<file path="src/rtl/prf_pkg.sv">
// ----------------------------------------------------------------------------
// prf_pkg
// Shared types, character codes and the binary-to-bcd helper for the point
// record formatter.
// ----------------------------------------------------------------------------
package prf_pkg;

   localparam logic [7:0] CH_ZERO  = 8'h30;
   localparam logic [7:0] CH_SPACE = 8'h20;
   localparam logic [7:0] CH_TAB   = 8'h09;
   localparam logic [7:0] CH_CR    = 8'h0D;
   localparam logic [7:0] CH_LF    = 8'h0A;

   localparam logic [15:0] Y_MAX = 16'd9999;

   localparam int unsigned REC_LEN = 12;
   localparam int unsigned CNT_W   = 4;
   localparam logic [CNT_W-1:0] LAST_IDX = 4'd11;
   localparam logic [CNT_W-1:0] TAB_IDX  = 4'd5;

   // converted point handed from the conversion pipe to the formatter
   typedef struct packed {
      logic [19:0] x_bcd;   // five digits, most significant in [19:16]
      logic [15:0] y_bcd;   // four digits, most significant in [15:12]
      logic        y_clamped;
   } prf_digits_type;

   // eight shift-add-3 steps of double dabble, msb of bits first
   function automatic logic [19:0] prf_dabble8(input logic [19:0] bcd_in,
                                               input logic [7:0]  bits);
      logic [19:0] b;
      int i;
      int d;
      b = bcd_in;
      for (i = 7; i >= 0; i--) begin
         for (d = 0; d < 5; d++) begin
            if (b[4*d +: 4] >= 4'd5) begin
               b[4*d +: 4] = b[4*d +: 4] + 4'd3;
            end
         end
         b = {b[18:0], bits[i]};
      end
      return b;
   endfunction

   function automatic logic prf_bcd_ok(input logic [19:0] bcd);
      logic ok;
      int d;
      ok = 1'b1;
      for (d = 0; d < 5; d++) begin
         if (bcd[4*d +: 4] > 4'd9) begin
            ok = 1'b0;
         end
      end
      return ok;
   endfunction

endpackage

</file>
<file path="src/rtl/point_record_formatter.sv">
// ----------------------------------------------------------------------------
// point_record_formatter
// Formats one (x, y) point into a 12-byte ASCII record on a byte stream.
// ----------------------------------------------------------------------------
// Each point accepted on req_ becomes the bytes: x as five right-aligned
// decimal digits, tab, y as four digits (clamped to 9999, tuser set on the
// whole record when clamped), carriage return, line feed with tlast. Leading
// zeros print as spaces; the last digit of each number always prints. The
// byte-wide output serializer sets the rate, loading the next record as the
// last byte of the one before is taken; the point passes through the clamp
// register (loaded at the accepting edge), two conversion stages, the record
// register and the serializer, and up to five points are held in flight, so
// req_tready stays high until four points wait behind the record being
// shifted out.
// ----------------------------------------------------------------------------
module point_record_formatter (
   input  logic        clock,
   input  logic        reset,
   input  logic        req_tvalid,
   output logic        req_tready,
   input  logic [31:0] req_tdata,    // [15:0] x_value, [31:16] y_value
   output logic        rsp_tvalid,
   input  logic        rsp_tready,
   output logic [7:0]  rsp_tdata,    // [7:0] out_byte
   output logic        rsp_tlast,
   output logic        rsp_tuser     // [0] y_clamped
);

   logic                    cv_valid;
   logic                    cv_ready;
   prf_pkg::prf_digits_type cv_data;

   prf_convert u_convert (
      .clock    (clock),
      .reset    (reset),
      .up_valid (req_tvalid),
      .up_ready (req_tready),
      .up_x     (req_tdata[15:0]),
      .up_y     (req_tdata[31:16]),
      .dn_valid (cv_valid),
      .dn_ready (cv_ready),
      .dn_data  (cv_data)
   );

   prf_format u_format (
      .clock      (clock),
      .reset      (reset),
      .up_valid   (cv_valid),
      .up_ready   (cv_ready),
      .up_data    (cv_data),
      .rsp_tvalid (rsp_tvalid),
      .rsp_tready (rsp_tready),
      .rsp_tdata  (rsp_tdata),
      .rsp_tlast  (rsp_tlast),
      .rsp_tuser  (rsp_tuser)
   );

endmodule

</file>
<file path="src/rtl/prf_convert.sv">
// ----------------------------------------------------------------------------
// prf_convert
// Three-stage conversion pipe: clamp y, then double dabble of the high
// bytes, then of the low bytes, giving decimal digits of x and y.
// ----------------------------------------------------------------------------
module prf_convert (
   input  logic                   clock,
   input  logic                   reset,
   input  logic                   up_valid,
   output logic                   up_ready,
   input  logic [15:0]            up_x,
   input  logic [15:0]            up_y,
   output logic                   dn_valid,
   input  logic                   dn_ready,
   output prf_pkg::prf_digits_type dn_data
);

   // stage 1: clamp
   logic        s1_valid_ff;
   logic [15:0] s1_x_ff;
   logic [15:0] s1_y_ff;
   logic        s1_flag_ff;
   // stage 2: high bytes converted
   logic        s2_valid_ff;
   logic [19:0] s2_xbcd_ff;
   logic [19:0] s2_ybcd_ff;
   logic [7:0]  s2_xlo_ff;
   logic [7:0]  s2_ylo_ff;
   logic        s2_flag_ff;
   // stage 3: all digits
   logic                   s3_valid_ff;
   prf_pkg::prf_digits_type s3_data_ff;

   logic        s1_ready;
   logic        s2_ready;
   logic        s3_ready;
   logic        y_over;
   logic [19:0] xbcd_in;
   logic [19:0] ybcd_in;
   logic [19:0] xbcd_fin;
   logic [19:0] ybcd_fin;

   assign s3_ready = !s3_valid_ff || dn_ready;
   assign s2_ready = !s2_valid_ff || s3_ready;
   assign s1_ready = !s1_valid_ff || s2_ready;
   assign up_ready = s1_ready;

   assign y_over   = up_y > prf_pkg::Y_MAX;
   assign xbcd_in  = prf_pkg::prf_dabble8(20'd0, s1_x_ff[15:8]);
   assign ybcd_in  = prf_pkg::prf_dabble8(20'd0, s1_y_ff[15:8]);
   assign xbcd_fin = prf_pkg::prf_dabble8(s2_xbcd_ff, s2_xlo_ff);
   assign ybcd_fin = prf_pkg::prf_dabble8(s2_ybcd_ff, s2_ylo_ff);

   always_ff @(posedge clock) begin
      if (reset) begin
         s1_valid_ff <= 1'b0;
         s2_valid_ff <= 1'b0;
         s3_valid_ff <= 1'b0;
      end else begin
         if (s1_ready) begin
            s1_valid_ff <= up_valid;
         end
         if (s2_ready) begin
            s2_valid_ff <= s1_valid_ff;
         end
         if (s3_ready) begin
            s3_valid_ff <= s2_valid_ff;
         end
      end
   end

   always_ff @(posedge clock) begin
      if (s1_ready && up_valid) begin
         s1_x_ff    <= up_x;
         s1_y_ff    <= y_over ? prf_pkg::Y_MAX : up_y;
         s1_flag_ff <= y_over;
      end
      if (s2_ready && s1_valid_ff) begin
         s2_xbcd_ff <= xbcd_in;
         s2_ybcd_ff <= ybcd_in;
         s2_xlo_ff  <= s1_x_ff[7:0];
         s2_ylo_ff  <= s1_y_ff[7:0];
         s2_flag_ff <= s1_flag_ff;
      end
      if (s3_ready && s2_valid_ff) begin
         s3_data_ff.x_bcd     <= xbcd_fin;
         s3_data_ff.y_bcd     <= ybcd_fin[15:0];
         s3_data_ff.y_clamped <= s2_flag_ff;
      end
   end

   assign dn_valid = s3_valid_ff;
   assign dn_data  = s3_data_ff;

   a_clamp_range: assert property (@(posedge clock) disable iff (reset)
      s1_valid_ff |-> (s1_y_ff <= prf_pkg::Y_MAX)
                      && (!s1_flag_ff || s1_y_ff == prf_pkg::Y_MAX))
      else $error("clamped y out of range");

   a_digits_ok: assert property (@(posedge clock) disable iff (reset)
      s3_valid_ff |-> prf_pkg::prf_bcd_ok(s3_data_ff.x_bcd)
                      && prf_pkg::prf_bcd_ok({4'd0, s3_data_ff.y_bcd}))
      else $error("non-decimal digit after conversion");

endmodule

</file>
<file path="src/rtl/prf_format.sv">
// ----------------------------------------------------------------------------
// prf_format
// Builds the 12-byte text record with leading-zero blanking into a record
// register, then shifts it out one byte per transaction.
// ----------------------------------------------------------------------------
module prf_format (
   input  logic                   clock,
   input  logic                   reset,
   input  logic                   up_valid,
   output logic                   up_ready,
   input  prf_pkg::prf_digits_type up_data,
   output logic                   rsp_tvalid,
   input  logic                   rsp_tready,
   output logic [7:0]             rsp_tdata,
   output logic                   rsp_tlast,
   output logic                   rsp_tuser
);

   localparam int unsigned REC_W = 8 * prf_pkg::REC_LEN;

   logic                       rec_valid_ff;
   logic [REC_W-1:0]           rec_data_ff;
   logic                       rec_flag_ff;
   logic [REC_W-1:0]           rec_in;

   logic                       ser_valid_ff;
   logic [REC_W-1:0]           ser_buf_ff;
   logic [prf_pkg::CNT_W-1:0]  ser_cnt_ff;
   logic                       ser_flag_ff;

   logic                       rec_ready;
   logic                       ser_load;
   logic                       out_fire;
   logic                       out_last;
   logic [3:0]                 xd [5];
   logic [3:0]                 yd [4];
   logic [4:0]                 xblank;
   logic [3:0]                 yblank;

   assign out_fire  = rsp_tvalid && rsp_tready;
   assign out_last  = ser_cnt_ff == prf_pkg::LAST_IDX;
   assign ser_load  = rec_valid_ff && (!ser_valid_ff || (out_fire && out_last));
   assign rec_ready = !rec_valid_ff || ser_load;
   assign up_ready  = rec_ready;

   // record assembly, byte 0 in the low bits
   always_comb begin
      for (int i = 0; i < 5; i++) begin
         xd[i] = up_data.x_bcd[4*(4-i) +: 4];
      end
      for (int i = 0; i < 4; i++) begin
         yd[i] = up_data.y_bcd[4*(3-i) +: 4];
      end
      // a digit other than the last blanks when it and every digit before it are zero
      xblank[0] = xd[0] == 4'd0;
      for (int i = 1; i < 4; i++) begin
         xblank[i] = xblank[i-1] && (xd[i] == 4'd0);
      end
      xblank[4] = 1'b0;
      yblank[0] = yd[0] == 4'd0;
      for (int i = 1; i < 3; i++) begin
         yblank[i] = yblank[i-1] && (yd[i] == 4'd0);
      end
      yblank[3] = 1'b0;
      rec_in = '0;
      for (int i = 0; i < 5; i++) begin
         rec_in[8*i +: 8] = xblank[i] ? prf_pkg::CH_SPACE : (prf_pkg::CH_ZERO | {4'd0, xd[i]});
      end
      rec_in[8*5 +: 8] = prf_pkg::CH_TAB;
      for (int i = 0; i < 4; i++) begin
         rec_in[8*(6+i) +: 8] = yblank[i] ? prf_pkg::CH_SPACE
                                          : (prf_pkg::CH_ZERO | {4'd0, yd[i]});
      end
      rec_in[8*10 +: 8] = prf_pkg::CH_CR;
      rec_in[8*11 +: 8] = prf_pkg::CH_LF;
   end

   always_ff @(posedge clock) begin
      if (reset) begin
         rec_valid_ff <= 1'b0;
         ser_valid_ff <= 1'b0;
         ser_cnt_ff   <= '0;
      end else begin
         if (rec_ready) begin
            rec_valid_ff <= up_valid;
         end
         if (ser_load) begin
            ser_valid_ff <= 1'b1;
            ser_cnt_ff   <= '0;
         end else if (out_fire) begin
            if (out_last) begin
               ser_valid_ff <= 1'b0;
               ser_cnt_ff   <= '0;
            end else begin
               ser_cnt_ff <= ser_cnt_ff + 1'b1;
            end
         end
      end
   end

   always_ff @(posedge clock) begin
      if (rec_ready && up_valid) begin
         rec_data_ff <= rec_in;
         rec_flag_ff <= up_data.y_clamped;
      end
      if (ser_load) begin
         ser_buf_ff  <= rec_data_ff;
         ser_flag_ff <= rec_flag_ff;
      end else if (out_fire) begin
         ser_buf_ff <= {8'd0, ser_buf_ff[REC_W-1:8]};
      end
   end

   assign rsp_tvalid = ser_valid_ff;
   assign rsp_tdata  = ser_buf_ff[7:0];
   assign rsp_tlast  = out_last;
   assign rsp_tuser  = ser_flag_ff;

   a_cnt_range: assert property (@(posedge clock) disable iff (reset)
      ser_valid_ff |-> ser_cnt_ff <= prf_pkg::LAST_IDX)
      else $error("byte counter beyond record");

   a_last_is_lf: assert property (@(posedge clock) disable iff (reset)
      (rsp_tvalid && rsp_tlast) |-> rsp_tdata == prf_pkg::CH_LF)
      else $error("record does not end in line feed");

   a_tab_place: assert property (@(posedge clock) disable iff (reset)
      (ser_valid_ff && ser_cnt_ff == prf_pkg::TAB_IDX) |-> rsp_tdata == prf_pkg::CH_TAB)
      else $error("separator missing between numbers");

endmodule

</file>
<file path="config.mk">
export PLATFORM = sky130hd
export DESIGN_NAME = point_record_formatter
export DESIGN_NICKNAME = d
export VERILOG_FILES = /design/src/rtl/prf_pkg.sv /design/src/rtl/point_record_formatter.sv /design/src/rtl/prf_convert.sv /design/src/rtl/prf_format.sv
export SDC_FILE = /design/constraint.sdc
export NUM_CORES = 1
export LEC_CHECK = 0
export BUFFER_PORTS_ARGS = -buffer_cell sky130_fd_sc_hd__buf_2
export CAP_MARGIN = 20
export CORE_MARGIN = 3
export CORE_UTILIZATION = 55
export CTS_BUF_LIST = sky130_fd_sc_hd__clkbuf_2 sky130_fd_sc_hd__clkbuf_4 sky130_fd_sc_hd__clkbuf_8
export CTS_CLUSTER_DIAMETER = 200
export DETAILED_ROUTE_END_ITERATION = 7
export PLACE_DENSITY = 0.72
export SLEW_MARGIN = 20
export SYNTH_ARGS = -nofsm -noshare
export SYNTH_HDL_FRONTEND = slang
export SYNTH_SLANG_ARGS = --single-unit
</file>
<file path="constraint.sdc">
create_clock -name clock -period 8.3 [get_ports clock]
set_input_delay 0.83 -clock clock [delete_from_list [all_inputs] [get_ports clock]]
set_output_delay 0.83 -clock clock [all_outputs]
set_load 0.02 [all_outputs]
</file>
---- Word level (Yosys, flattened, before mapping) ----
Cells that the tools add are included.
storage, ports and cells
  register bits after elaboration ......... 272
  input bits .............................. 36
  output and inout bits ................... 12
  word-level logic and storage cells ...... 326
operators by class
  $add $sub $neg .......................... 83
  order comparisons ....................... 83
  equal/unequal tests ..................... 1
  multiplexer cells ....................... 95
  reductions and logical operators ........ 33
operator list
  operator              number
  $ge 4x3->1 const B    73
  $mux 4                68
  $add 4x2->4 const B   62
  $mux 92               1
  $mux 76               1
  $mux 3                15
  $mux 5                7
  $add 3x2->3 const B   11
  $logic_not 4->1       7
  $add 3x2->4 const B   4
  $gt 16x14->1 const B  1
  $ge 3x3->1 const B    4
  $logic_and 1x1->1     12
  $add 1x2->3 const B   3
  $ge 1x3->1 const B    3
  $add 2x2->3 const B   2
  $ge 2x3->1 const B    2
  $logic_not 1->1       5
  $logic_or 1x1->1      5
  $add 4x1->4 const B   1
  $eq 4x4->1 const B    1
  $reduce_bool 2->1     2
  $mux 1                3
  $reduce_and 2->1      1
  $reduce_or 2->1       1

---- Logic depth before layout (Yosys ltp) ----
  depth in word-level cells ............... 16
  gate-level depth with buffers ........... 36
  depth with buffers taken out ............ 35

---- Cells and area by module ----
From an unflattened synthesis, not the netlist that was laid out.
unflattened totals
  cells, all modules ...................... 1637
  area total of the unflattened synthesis .. 16184.3 um^2
by module, submodules not included
  module       times used  cells each  area an instance (um^2)  sequential area each (um^2)
  prf_convert  1           1381        11811.3                  3273.1
  prf_format   1           256         4372.9                   3273.1

---- Worst setup path before layout ----
Ideal clock, no wire load.
  kind .................................... register to register
  from .................................... register u_convert.s2_ybcd_ff[4]
  to ...................................... register u_convert.s3_data_ff, in the netlist u_convert.dn_data[14], data pin
  setup time .............................. 0.266 ns
  arrival ................................. 6.194 ns
  required time ........................... 8.034 ns
  setup slack ............................. 1.839 ns
  stages on the path, launching flop included .. 35
  path buffers ............................ 1
  clock period less this slack ............ 6.461 ns
  path through ............................ edfxtp_1 > ha_1 > nand2b_1 > or3b_1 > and2_1 > nand2_1 > ha_1 > a21oi_1 > inv_1 > and3_1 > nor2_1 > ha_1 > buf_1 > o21ai_1 > a21boi_0 > mux2i_1 > a31oi_1 > xnor2_1 > nand2b_1 > ha_1 > a21oi_1 > xnor2_1 > clkinv_1 > ha_1 > nor2b_1 > o21ai_0 > mux2i_1 > ha_1 > and4_1 > a31oi_1 > o21ai_0 > a32o_1 > a21o_1 > a21o_1 > xor2_1
on the way
  longest elaborated chain between the ends .. 16
  elaborated cells between the ends (all ways) .. 54
  classes of those cells .................. add/sub: 18; order compare: 18; mux: 18
ends and longest elaborated chain
  what                                              line                          source
  from (decl)                                       prf_convert.sv:26             logic [19:0] s2_ybcd_ff;
  from (signal assigned)                            prf_convert.sv:80             s2_ybcd_ff <= ybcd_in;
  $add 4x2->4 / $ge 4x3->1 (equally long branches)  prf_pkg.sv:38, prf_pkg.sv:37
  $mux 4 *                                          prf_pkg.sv:37                 if (b[4*d +: 4] >= 4'd5) begin
  $add 4x2->4 / $ge 4x3->1 (equally long branches)  prf_pkg.sv:38, prf_pkg.sv:37
  $mux 4                                            prf_pkg.sv:37
  $add 4x2->4 (tied with other cells)               prf_pkg.sv:38                 b[4*d +: 4] = b[4*d +: 4] + 4'd3;
  $mux 4 / $mux 3 (equally long branches)           prf_pkg.sv:37
  $add 4x2->4 (tied with other cells)               prf_pkg.sv:38
  $mux 4 / $mux 3 (equally long branches)           prf_pkg.sv:37
  $add 4x2->4 (tied with other cells)               prf_pkg.sv:38
  $mux 4 / $mux 3 (equally long branches)           prf_pkg.sv:37
  $add 4x2->4 (tied with other cells)               prf_pkg.sv:38
  $mux 4 / $mux 3 (equally long branches)           prf_pkg.sv:37
  $add 4x2->4 (tied with other cells)               prf_pkg.sv:38
  $mux 4 / $mux 3 (equally long branches)           prf_pkg.sv:37
  $ge 4x3->1 / $add 3x2->3 (equally long branches)  prf_pkg.sv:37, prf_pkg.sv:38
  $mux 3 *                                          prf_pkg.sv:37
  net u_convert.ybcd_fin[13]                        prf_convert.sv:41             logic [19:0] ybcd_fin;
  to (decl)                                         prf_convert.sv:32             prf_pkg::prf_digits_type s3_data_ff;
Mark *: on every way through the listed nets, which the timed path passes. The rest lies on a longest branch.
A chain may end at the register's enable or synchronous reset.

---- Worst setup path after layout ----
  from .................................... register u_convert.s2_ybcd_ff[0]
  to ...................................... register u_convert.s3_data_ff, in the netlist u_convert.dn_data[14], data pin
on the way
  longest elaborated chain between the ends .. 16
  elaborated cells between the ends (all ways) .. 60
  classes of those cells .................. add/sub: 20; order compare: 20; mux: 20
ends and longest elaborated chain
  what                                              line
  $add 4x2->4 / $ge 4x3->1 (equally long branches)  prf_pkg.sv:38, prf_pkg.sv:37
  $mux 4 *                                          prf_pkg.sv:37
  $add 4x2->4 / $ge 4x3->1 (equally long branches)  prf_pkg.sv:38, prf_pkg.sv:37
  $mux 4                                            prf_pkg.sv:37
  $add 4x2->4 / $ge 4x3->1 (equally long branches)  prf_pkg.sv:38, prf_pkg.sv:37
  $mux 4                                            prf_pkg.sv:37
  $add 4x2->4 (tied with other cells)               prf_pkg.sv:38
  $mux 4 / $mux 3 (equally long branches)           prf_pkg.sv:37
  $add 4x2->4 (tied with other cells)               prf_pkg.sv:38
  $mux 4 / $mux 3 (equally long branches)           prf_pkg.sv:37
  $add 4x2->4 (tied with other cells)               prf_pkg.sv:38
  $mux 4 / $mux 3 (equally long branches)           prf_pkg.sv:37
  $add 4x2->4 (tied with other cells)               prf_pkg.sv:38
  $mux 4 / $mux 3 (equally long branches)           prf_pkg.sv:37
  $ge 4x3->1 / $add 3x2->3 (equally long branches)  prf_pkg.sv:37, prf_pkg.sv:38
  $mux 3 *                                          prf_pkg.sv:37
  net u_convert.ybcd_fin[13]                        prf_convert.sv:41
Marked as above.

==> reports/results.ini <==
[outcome]
status = completed

[grt]
grt_pass1_vias = 11200
grt_usage_pct = 18.5
grt_max_degree = 61
grt_first_pass_wirelength_mm = 50.3
antenna_found_initial = 0
grt-ovfl-total = 0

[logic_synthesis]
synthTopCellsByArea = edfxtp_1, ha_1, mux2_2, a21oi_1, nand2_1
synth.distinct_cells = 119
synthFlopType = edfxtp_1
ys_ff_latch = 221
synth-edff-count = 212
yosysWarnings = 0
syn-cell-area_um2 = 16200
yosysTopAreaCell = edfxtp_1
synth_top_cell_area_share_pct = 39.3
synthCells = 1666
synth-async-reset-ratio_pct = 0
yosysSeqAreaShare_pct = 40.4
avgSynthCellArea_um2 = 9.73

[die]
die_x_um = 178
fp-row-count = 62
start_util_pct = 56.1
fp.dieH_um = 178
die-area_um2 = 31600
design.portCount = 48
coreArea_um2 = 28900

[setup_path]
cp.required_ps = 8580
slowest_delay_ps = 660
critPathTopFamily = compound AO/OA/AOI/OAI gates
crit_buf_inv = 4
reg2reg_slack_ps = 1010
crit_type = register to register
endpoint_kind = register
startpoint_type = register
crit_fanout = 11
slowest_stage = o41ai_1
timing.critical_path.mode_cell = ha_1
cp.arrival_ps = 7570

[clock_tree]
cts_sinks = 221
insertion_delay_ps = 540
post_cts_buffers = 0
cts_tree = done
clkTransAtPathRegs_ps = 60
cts_max_path_buffers = 3
clock-root-buffer = clkbuf_8
hold_buffers = 0
htree_levels = 2
cts_made_buffers = 38

[drt]
viasPerCell = 5.91
wirelength_mm = 29.3
met1_length_mm = 14.1
wl_per_cell_um = 14.0
ant_nets = 0
drtPass1Iterations = 5
num_vias = 12300
wl_met3_mm = 1.21
drc = 0
drt_iter0_markers = 862
top_layer = met4
met2_length_mm = 13.5

[placement]
place_ws_ps = 789
hpwl_mm = 20.9
portBuffers = 45
place_area_um2 = 16700
place_congestion = 0.871

[final_layout]
area_growth_pct = 7.79
fin_nets = 1784
utilization_pct = 60.5
final_common_cell = edfxtp_1
n_antenna_cell = 0
mostFrequentLayoutCells = edfxtp_1, nand2_1, nor2_1
multi_input_area_um2 = 8970
n_fill_cell = 2396
design_area_um2 = 17500
area.sequential_um2 = 6550
drive_above_1_share_pct = 16.8

[sta]
tns_ps = 0
period_minus_slack_ps = 7290
fin_ws_ps = 1010
worst_pin_slew_ps = 959
drv_slew = 0
finalCritPeriodShare_pct = 87.8
setup_viol_count_final = 0
fmax_ghz = 0.137
fin_skew_ps = 17.7
hold_viol = 0
grt_setup_unrepaired = no
slew_headroom_pct = 35.7

[run]
drv_cap = 0

[worst_hold_path]
hp-class = register to register

[routing by layer]
| metal | up-vias | track usage, % |
|---|---|---|
| met5 | - | 0 |
| met4 | 0 | 4.61 |
| met3 | 46 | 2.97 |
| met2 | 244 | 30.0 |
| met1 | 5747 | 25.9 |
| li1 | 6289 | - |
[area by class of cell]
cell class              instances  area share [%]
multi-input cells            1257            51.3
clock buffers                  50            3.55
well taps                     384            2.75
inverters                     101            2.19
repair buffers                 55            1.79
clock inverters                18           0.903
flip-flops and latches        221            37.5
[through the flow]
stage	hold WS (ps)	std cells
2_1_floorplan	400	1669
3_3_place_gp	401	2017
3_5_place_dp	405	2018
4_1_cts	417	2086
5_1_grt	418	2086
6_report	415	2086
[cells in the mapped netlist, drive strengths merged, types with 13 or more instances]
| library cell | count |
|---|---|
| a211o | 15 |
| a211oi | 23 |
| a21boi | 14 |
| a21o | 23 |
| a21oi | 118 |
| a31oi | 21 |
| and2 | 26 |
| and3 | 13 |
| buf | 31 |
| clkbuf | 59 |
| edfxtp | 212 |
| ha | 74 |
| inv | 97 |
| mux2 | 59 |
| mux2i | 40 |
| nand2 | 128 |
| nand2b | 33 |
| nand3 | 38 |
| nand3b | 14 |
| nor2 | 117 |
| nor2b | 13 |
| nor3 | 52 |
| nor4 | 16 |
| o211ai | 36 |
| o21a | 14 |
| o21ai | 98 |
| o22ai | 16 |
| o31ai | 18 |
| or2 | 22 |
| or3 | 15 |
| xnor2 | 48 |
[registers in the layout, summed over array words and instances, names as in the netlist]
register               flops
u_format.ser_buf_ff       60
u_format.rec_data_ff      43
u_convert.dn_data         37
u_convert.s1_x_ff         16
u_convert.s1_y_ff         16
u_convert.s2_xbcd_ff      10
u_convert.s2_ybcd_ff      10
u_convert.s2_xlo_ff        8
u_convert.s2_ylo_ff        8
u_format.ser_cnt_ff        4
u_convert.dn_valid         1
u_convert.s1_flag_ff       1
u_convert.s1_valid_ff      1
u_convert.s2_flag_ff       1
u_convert.s2_valid_ff      1
u_format.rec_flag_ff       1
u_format.rec_valid_ff      1
u_format.rsp_tuser         1
u_format.rsp_tvalid        1
[logic make-up after synthesis]
group / synth area share [%]
AO/OA/AOI/OAI: 22.8
XOR/XNOR: 3.54
adder cells (fa/ha/maj): 5.78
buffers and inverters: 4.86
flip-flops: 40.4
multiplexers: 6.90
other: 0.0231
AND/OR/NAND/NOR: 15.7
[timing repair]
action,CTS,global route
setup endpoints to repair,0,2
hold endpoints to repair,0,0
resized for setup,0,1
[path summary, 6_finish.rpt]
kind | startpoint | end | cells past startpoint
setup / recovery | u_convert.s2_ybcd_ff[0]$_DFFE_PP_ | u_convert.dn_data[14]$_DFFE_PP_ | 30
hold / removal | u_convert.s1_y_ff[1]$_SDFFCE_PP1P_ | u_convert.s2_ylo_ff[1]$_DFFE_PP_ | 0
setup reg to reg | u_convert.s2_ybcd_ff[0]$_DFFE_PP_ | u_convert.dn_data[14]$_DFFE_PP_ | 30
hold reg to reg | u_convert.s1_y_ff[1]$_SDFFCE_PP1P_ | u_convert.s2_ylo_ff[1]$_DFFE_PP_ | 0
[worst reg2reg max path, delay by kind of cell, from the launching register on]
kind | cells | cell delay [ps]
AOI/OAI and AO/OA | 12 | 3000
xor gates and xnor gates | 2 | 540
adders and majority gates | 6 | 1590
buffers and inverters | 4 | 470
DFF | 1 | 500
muxes | 1 | 340
and+or+nand+nor | 5 | 580
Power is not shown: default switching activity piles up to over one toggle a cycle in this logic, so the estimate is an artifact.
